`config.mk`:
```
export PLATFORM = sky130hd
export DESIGN_NAME = lru_cache_hit_cost_tracker_unit_flat
export DESIGN_NICKNAME = d
export VERILOG_FILES = /design/src/sv/lruc_pkg.sv /design/src/sv/lruc_if.sv /design/src/sv/lru_cache_hit_cost_tracker_unit.sv /design/src/flat_wrapper.sv
export SDC_FILE = /design/constraint.sdc
export NUM_CORES = 2
export LEC_CHECK = 0
export BUFFER_PORTS_ARGS = -buffer_cell sky130_fd_sc_hd__buf_2
export CORE_ASPECT_RATIO = 1.1
export CORE_MARGIN = 3
export CORE_UTILIZATION = 45
export CTS_CLUSTER_DIAMETER = 80
export DETAILED_ROUTE_END_ITERATION = 8
export GPL_TIMING_DRIVEN = 0
export HOLD_SLACK_MARGIN = 0.1
export PLACE_DENSITY_LB_ADDON = 0.1
export SETUP_SLACK_MARGIN = 0.2
export SYNTH_ARGS = -nofsm -noshare
export SYNTH_HDL_FRONTEND = slang
export SYNTH_SLANG_ARGS = --single-unit
```
`constraint.sdc`:
```
create_clock -name clk -period 14.3 [get_ports clk]
set_clock_uncertainty 0.05 [all_clocks]
set_input_delay 0.715 -clock clk [delete_from_list [all_inputs] [get_ports clk]]
set_output_delay 0.715 -clock clk [all_outputs]
set_load 0.005 [all_outputs]
```
`src/sv/lruc_pkg.sv`:
```
// ============================================================================
// lruc_pkg - shared types and constants for the LRU cache cost tracker
// Field widths of the channels and the size setting, and the access costs.
// ============================================================================
`default_nettype none

package lruc_pkg;

    // Channel and size field widths
    localparam int KEY_W  = 64;
    localparam int COST_W = 32;
    localparam int SIZE_W = 6;

    typedef logic [KEY_W-1:0]  key_t;
    typedef logic [COST_W-1:0] cost_t;
    typedef logic [SIZE_W-1:0] size_t;

    // Access costs and the saturation point of the running total
    localparam cost_t HIT_COST  = cost_t'(1);
    localparam cost_t MISS_COST = cost_t'(5);
    localparam cost_t COST_MAX  = {COST_W{1'b1}};

endpackage

`default_nettype wire

```
`src/sv/lruc_if.sv`:
```
// ============================================================================
// lruc_if - valid/ready channels of the LRU cache cost tracker
// Request channel carries one key; result channel carries hit and total cost.
// ============================================================================
`default_nettype none

interface lruc_req_if;
    logic          valid;
    logic          ready;
    lruc_pkg::key_t key;

    modport source (output valid, output key, input ready);
    modport sink   (input valid, input key, output ready);
endinterface

interface lruc_rsp_if;
    logic            valid;
    logic            ready;
    logic            hit;
    lruc_pkg::cost_t total_cost;

    modport source (output valid, output hit, output total_cost, input ready);
    modport sink   (input valid, input hit, input total_cost, output ready);
endinterface

`default_nettype wire

```
`src/sv/lru_cache_hit_cost_tracker_unit.sv`:
```
// ============================================================================
// lru_cache_hit_cost_tracker_unit - fully associative LRU cache with cost sum
// Looks up one key per transfer, evicts the least recently used entry on a
// miss when full, reports the hit flag and a saturating running access cost.
// ============================================================================
// A key transfer is captured in an input register; once the result register
// is free or drained, all CAPACITY entries are compared in parallel, the
// recency ranks, the occupancy count and the cost total are updated, and the
// result is registered. The block sustains one key per cycle: that figure
// is set by the single pass of key compare and rank update over all entries
// between the input register and the state registers, and it holds as long as
// the result side takes each result. Hits add 1 and misses add 5 to the total,
// which sticks at its maximum. A cache_size of 0 makes every access a miss and
// leaves the entries untouched; values above CAPACITY act as CAPACITY; lowering
// it does not flush, each later miss evicts one entry. Write cache_size only
// while no key is in flight. No clearing pass is needed after reset.
`default_nettype none

module lru_cache_hit_cost_tracker_unit #(
    parameter int CAPACITY = 32,
    parameter int KEY_BITS = 64
) (
    input  wire                   clk,
    input  wire                   rst_n,
    input  wire                   cfg_we,
    input  wire lruc_pkg::size_t  cfg_wdata,
    lruc_req_if.sink              req,
    lruc_rsp_if.source            rsp
);
    import lruc_pkg::*;

    localparam int RANK_W = (CAPACITY > 1) ? $clog2(CAPACITY) : 1;
    localparam int CNT_W  = $clog2(CAPACITY + 1);
    localparam int CMP_W  = (CNT_W > SIZE_W) ? CNT_W : SIZE_W;

    typedef logic [RANK_W-1:0]   rank_t;
    typedef logic [KEY_BITS-1:0] tag_t;

    // Configuration and bookkeeping registers
    size_t                cache_size_reg;
    logic                 s1_valid_reg;
    tag_t                 s1_key_reg;
    logic                 out_valid_reg;
    logic                 out_hit_reg;
    cost_t                cost_sum_reg, cost_sum_next;
    logic [CNT_W-1:0]     count_reg, count_next;
    logic [CAPACITY-1:0]  valid_reg, valid_next;
    rank_t                rank_reg  [CAPACITY];
    rank_t                rank_next [CAPACITY];
    tag_t                 keys_reg  [CAPACITY];

    // Handshake: the lookup stage moves when the result slot is free or drained
    logic                 advance;
    logic                 fire;

    // Lookup signals
    logic [CMP_W-1:0]     size_eff;
    logic                 size_nz;
    logic [CAPACITY-1:0]  match;
    logic                 hit;
    rank_t                hit_rank;
    logic [CNT_W-1:0]     count_m1;
    logic [CAPACITY-1:0]  victim;
    logic                 evict;
    logic [CAPACITY-1:0]  valid_after;
    logic [CAPACITY-1:0]  slot_oh;
    cost_t                cost_add;

    assign advance   = !out_valid_reg || rsp.ready;
    assign fire      = s1_valid_reg && advance;
    assign req.ready = !s1_valid_reg || advance;

    assign rsp.valid      = out_valid_reg;
    assign rsp.hit        = out_hit_reg;
    assign rsp.total_cost = cost_sum_reg;

    // Effective size, clamped to the number of entries
    always_comb
    begin
        if (CMP_W'(cache_size_reg) > CMP_W'(CAPACITY))
            size_eff = CMP_W'(CAPACITY);
        else
            size_eff = CMP_W'(cache_size_reg);
        size_nz = (cache_size_reg != '0);
    end

    // Parallel compare, victim select and free slot
    always_comb
    begin
        hit_rank = '0;
        count_m1 = count_reg - CNT_W'(1);
        for (int i = 0; i < CAPACITY; i++)
        begin
            match[i]  = valid_reg[i] && (keys_reg[i] == s1_key_reg);
            victim[i] = valid_reg[i] && (rank_reg[i] == count_m1[RANK_W-1:0]);
            hit_rank  = hit_rank | (match[i] ? rank_reg[i] : '0);
        end
        hit         = size_nz && (|match);
        evict       = size_nz && !hit && (CMP_W'(count_reg) >= size_eff);
        valid_after = valid_reg & ~(evict ? victim : '0);
        // lowest clear bit of the occupancy after eviction
        slot_oh     = ~valid_after & (valid_after + CAPACITY'(1));
    end

    // Next state of ranks, valid bits and count
    always_comb
    begin
        valid_next = valid_reg;
        count_next = count_reg;
        for (int i = 0; i < CAPACITY; i++)
            rank_next[i] = rank_reg[i];

        if (fire && size_nz)
        begin
            if (hit)
            begin
                // promote the hit entry, age the ones that were more recent
                for (int i = 0; i < CAPACITY; i++)
                begin
                    if (match[i])
                        rank_next[i] = '0;
                    else if (valid_reg[i] && (rank_reg[i] < hit_rank))
                        rank_next[i] = rank_reg[i] + RANK_W'(1);
                end
            end
            else
            begin
                // age all survivors, insert the new key as most recent
                for (int i = 0; i < CAPACITY; i++)
                begin
                    if (slot_oh[i])
                        rank_next[i] = '0;
                    else if (valid_after[i])
                        rank_next[i] = rank_reg[i] + RANK_W'(1);
                end
                valid_next = valid_after | slot_oh;
                if (!evict)
                    count_next = count_reg + CNT_W'(1);
            end
        end
    end

    // Saturating cost total
    always_comb
    begin
        cost_add      = hit ? HIT_COST : MISS_COST;
        cost_sum_next = cost_sum_reg;
        if (fire)
        begin
            if (cost_sum_reg > (COST_MAX - cost_add))
                cost_sum_next = COST_MAX;
            else
                cost_sum_next = cost_sum_reg + cost_add;
        end
    end

    // Control and state registers
    always_ff @(posedge clk or negedge rst_n)
    begin
        if (!rst_n)
        begin
            cache_size_reg <= '0;
            s1_valid_reg   <= 1'b0;
            out_valid_reg  <= 1'b0;
            out_hit_reg    <= 1'b0;
            cost_sum_reg   <= '0;
            count_reg      <= '0;
            valid_reg      <= '0;
            for (int i = 0; i < CAPACITY; i++)
                rank_reg[i] <= '0;
        end
        else
        begin
            if (cfg_we)
                cache_size_reg <= cfg_wdata;
            if (req.ready)
                s1_valid_reg <= req.valid;
            if (advance)
                out_valid_reg <= s1_valid_reg;
            if (fire)
                out_hit_reg <= hit;
            cost_sum_reg <= cost_sum_next;
            count_reg    <= count_next;
            valid_reg    <= valid_next;
            for (int i = 0; i < CAPACITY; i++)
                rank_reg[i] <= rank_next[i];
        end
    end

    // Payload registers: captured key and stored tags
    always_ff @(posedge clk)
    begin
        if (req.valid && req.ready)
            s1_key_reg <= req.key[KEY_BITS-1:0];
        if (fire && size_nz && !hit)
        begin
            for (int i = 0; i < CAPACITY; i++)
            begin
                if (slot_oh[i])
                    keys_reg[i] <= s1_key_reg;
            end
        end
    end

endmodule

`default_nettype wire

```
`src/flat_wrapper.sv`:
```
// flat-port wrapper written by rule: the top's interface ports become plain ports
module lru_cache_hit_cost_tracker_unit_flat import lruc_pkg::*;
#(
    parameter int CAPACITY = 32,
    parameter int KEY_BITS = 64
)
  (clk, rst_n, cfg_we, cfg_wdata, req_valid, req_key, req_ready, rsp_valid, rsp_hit, rsp_total_cost, rsp_ready);
  lruc_req_if req_i ();
  lruc_rsp_if rsp_i ();
  input  wire clk;
  input  wire rst_n;
  input  wire cfg_we;
  input  wire lruc_pkg::size_t cfg_wdata;
  input wire logic [$bits(req_i.valid)-1:0] req_valid;
  input wire logic [$bits(req_i.key)-1:0] req_key;
  output wire logic [$bits(req_i.ready)-1:0] req_ready;
  output wire logic [$bits(rsp_i.valid)-1:0] rsp_valid;
  output wire logic [$bits(rsp_i.hit)-1:0] rsp_hit;
  output wire logic [$bits(rsp_i.total_cost)-1:0] rsp_total_cost;
  input wire logic [$bits(rsp_i.ready)-1:0] rsp_ready;
  assign req_i.valid = req_valid;
  assign req_i.key = req_key;
  assign req_ready = req_i.ready;
  assign rsp_valid = rsp_i.valid;
  assign rsp_hit = rsp_i.hit;
  assign rsp_total_cost = rsp_i.total_cost;
  assign rsp_i.ready = rsp_ready;
  lru_cache_hit_cost_tracker_unit #(.CAPACITY(CAPACITY), .KEY_BITS(KEY_BITS)) u_core (.clk(clk), .rst_n(rst_n), .cfg_we(cfg_we), .cfg_wdata(cfg_wdata), .req(req_i), .rsp(rsp_i));
endmodule
```
==> results.md <==
- Total track usage: 43.9%
- Final Hold Viols: 0
- RSZ-0062 raised after global routing: no
- Status: complete, but fails checks
- 1st-iter DRT viols: 16,100
- Power Density: 137 mW/mm^2
- Largest net degree at the start of global routing: 100
- Most common cell after layout, fill and taps aside: edfxtp_1
- YS warnings: 0
- TritonCTS Buffers: 272
- Most frequent cells in the layout: edfxtp_1 (2,112), xor2_1 (1,043), xnor2_1 (667), nor4_1 (299), nand2_1 (287)
- Gpl congestion: 1.04
- WL per Instance: 45.4 um
- FP Rows: 189
- Port bufs: 108
- Register area share after synthesis: 63.0%
- Reg clk slew, reported paths: 0.06 ns
- Worst Path Arrival: 13.38 ns
- Asr flop ratio synth: 10.2%
- Initial antenna violation count: 104
- Final cycle utilization of the critical path: 90.1%
- Unique cell type count in the Yosys netlist: 107
- Main flop type after synthesis: edfxtp_1
- Syn Nets: 8,345
- HP Class: primary input to register
- Post-CTS sizing: 0
- Largest fanout on the critical path: 14
- Tmin final: 12.88 ns
- Setup violators final: 0
- Fmax: 77.6 MHz
- Clk_lat worst skew: 0.88 ns
- Static Leak: 45.6 nW
- Crit Path Category: register to register
- Via density: 6.77
- CP Capture Type: register
- Clock Path Buffers: 4
- Post-synth EDFFs: 2,112
- Critical Path Source Type: register
- Post-DP HPWL: 409 mm
- Slew Limit Fails: 97
- DRT Pass-1 Iters: 8
- Die W: 478 um
- H-tree levels: 5
- Num ports: 110
- WP data required: 14.80 ns
- VDD IR max: 0.145 mV
- Max_cap viols: 17
- DRC viols: 0
- Die Footprint: 0.251 mm^2
- Largest register FFs: 2,048
- Detailed Route WL: 566 mm
- Max-Slew Margin vs Limit: -10.7%
- Grt ovf: 0
- Flop2flop setup slack: 1.42 ns
- Die H: 525 um
- Violated checks: max-capacitance violations, max-slew violations
- Slew @ Worst Pin: 1.64 ns
- Syn_area_per_cell: 13.5 um^2
- Starting Density: 45.5%
- First-pass GRT wire length: 730 mm
- Num Clock Sinks: 2,351
- Via count: 84,500
- Share of cells above drive strength 1: 14.0%
- Tot Pwr: 18.1 mW
- Gate Count Post-Synth: 8,163
- Final nets: 9,168
- Layout area overhead: 20.1%
- Root buf cell: clkbuf_16
- Core Area: 0.242 mm^2
- Yosys reg bits: 2,351
- ANT nets after route: 0
- CP peak stage delay: 1.17 ns
- Crit path max-delay cell type: buf_1
- Netlist Area Pre-Place: 0.110 mm^2
- Fin util: 54.6%
- CTS tree: built
- Vias in the first global route: 76,800
-- cell type report --
cell class | instances | area (um^2)
fill | 20000 | 110000
sequential | 2351 | 69400
multi-input combinational | 5156 | 37900
timing repair buffer | 549 | 9230
clock buffer | 345 | 7340
tap | 3247 | 4060
buffer | 410 | 2340
inverter | 246 | 926
clock inverter | 124 | 898
antenna | 48 | 120
-- critical path, delay by kind of cell, from the launching register on --
kind / cells / cell delay (ns)
buf+inv: 15 / 8.54
xor+xnor: 1 / 0.13
compound gates: 1 / 0.20
simple gates: 7 / 2.81
flops: 1 / 0.34
fa+ha+maj: 1 / 0.38
-- per-stage QoR --
step | area, um^2 | hold slack [ns] | instances | setup slack (ns) | TNS (ns)
global route | 132000 | 0.272 | 12400 | 1.46 | 0
floorplan | 110000 | 0.369 | 8163 | 2.40 | 0
CTS | 132000 | 0.190 | 12400 | 1.75 | 0
detailed placement | 123000 | 0.418 | 11900 | 1.80 | 0
finish | 132000 | 0.228 | 12500 | 1.42 | 0
global placement | 115000 | 0.406 | 11500 | -8.49 | -6113.72
-- per-layer routing --
metal	vias up	global-route usage (%)	share of wire, %
met5	-	0.306	0.054
met4	32	30.6	8.4
met3	1799	12.9	14
met2	7532	64.5	43
met1	42800	55.6	35
li1	32300	-	-
-- kinds of logic (layout without fill, tap and decap cells) --
group,count (synthesis),in the layout,share of synthesized area [%]
xor+xnor,1712,1712,13.6
flops,2351,2351,63.0
other cells,0,48,0
compound gates,1090,1090,7.35
mux,35,35,0.336
buf+inv,656,1674,2.96
simple gates,2188,2188,11.3
fa+ha+maj,131,131,1.44
-- path summary, 6_finish.rpt --
check | cells past startpoint | endpoint | startpoint
worst min-delay path | 3 | u_core.cache_size_reg[5] | cfg_we
worst max-delay path | 25 | u_core.keys_reg[1][700] | u_core.count_reg[0]
min in group asynchronous | 2 | u_core.rsp.total_cost[11] | rst_n
max in group asynchronous | 4 | u_core.rank_reg[0] | rst_n
worst min register to register | 2 | u_core.rsp.hit | u_core.rsp.hit
worst max register to register | 25 | u_core.keys_reg[1][700] | u_core.count_reg[0]
-- synth_stat cells (18+ instances only) --
cell       instances  area (um^2)
xor2_1          1043         9140
buf_4            124          931
nand2b_1         276         1730
nor2b_1          221         1380
o21ai_1           18         90.1
a21oi_1           81          405
or4_1             49          368
o21ai_0          200         1000
clkbuf_1         110          413
o21a_1            19          143
a2111oi_0         63          552
a221oi_1          46          403
nand3_1          190          951
ha_1             107         1340
or2_2             27          169
nor3b_1           26          195
a211oi_1          18          135
nand2_1          287         1080
a22oi_1           36          270
nor4_1           317         1980
nor2_1           185          694
buf_6             21          236
o2111ai_1         88          771
a21o_1            38          285
inv_1            228          856
xnor2_1          669         5860
o211ai_1          20          150
and2_1            50          313
o31ai_1           35          263
a221o_1           18          180
o22ai_1           93          582
and4_1            23          201
nor3_1           134          671
and3_1            54          338
mux2i_1           19          190
o221ai_1          38          333
a22o_1            85          744
or3_1             26          163
edfxtp_1        2112        63400
nand4_1          257         1610
dfrtp_1          239         5980
o2bb2ai_1         55          482
buf_2            137          686
-- timing repair --
action | CTS | global route
endpoints found under the hold margin | 170 | 0
endpoints found under the setup margin | 0 | 0
setup buffers | 0 | 0
hold buffers | 74 | 0
-- power breakdown --
group          switching [mW]  internal [mW]  leakage, nW
logic                    2.36           1.05         19.5
clock network            2.94           3.81         4.02
registers               0.271           7.69         22.0
total                    5.58           12.6         45.6
No activity file was read; power rests on OpenSTA's default activity.
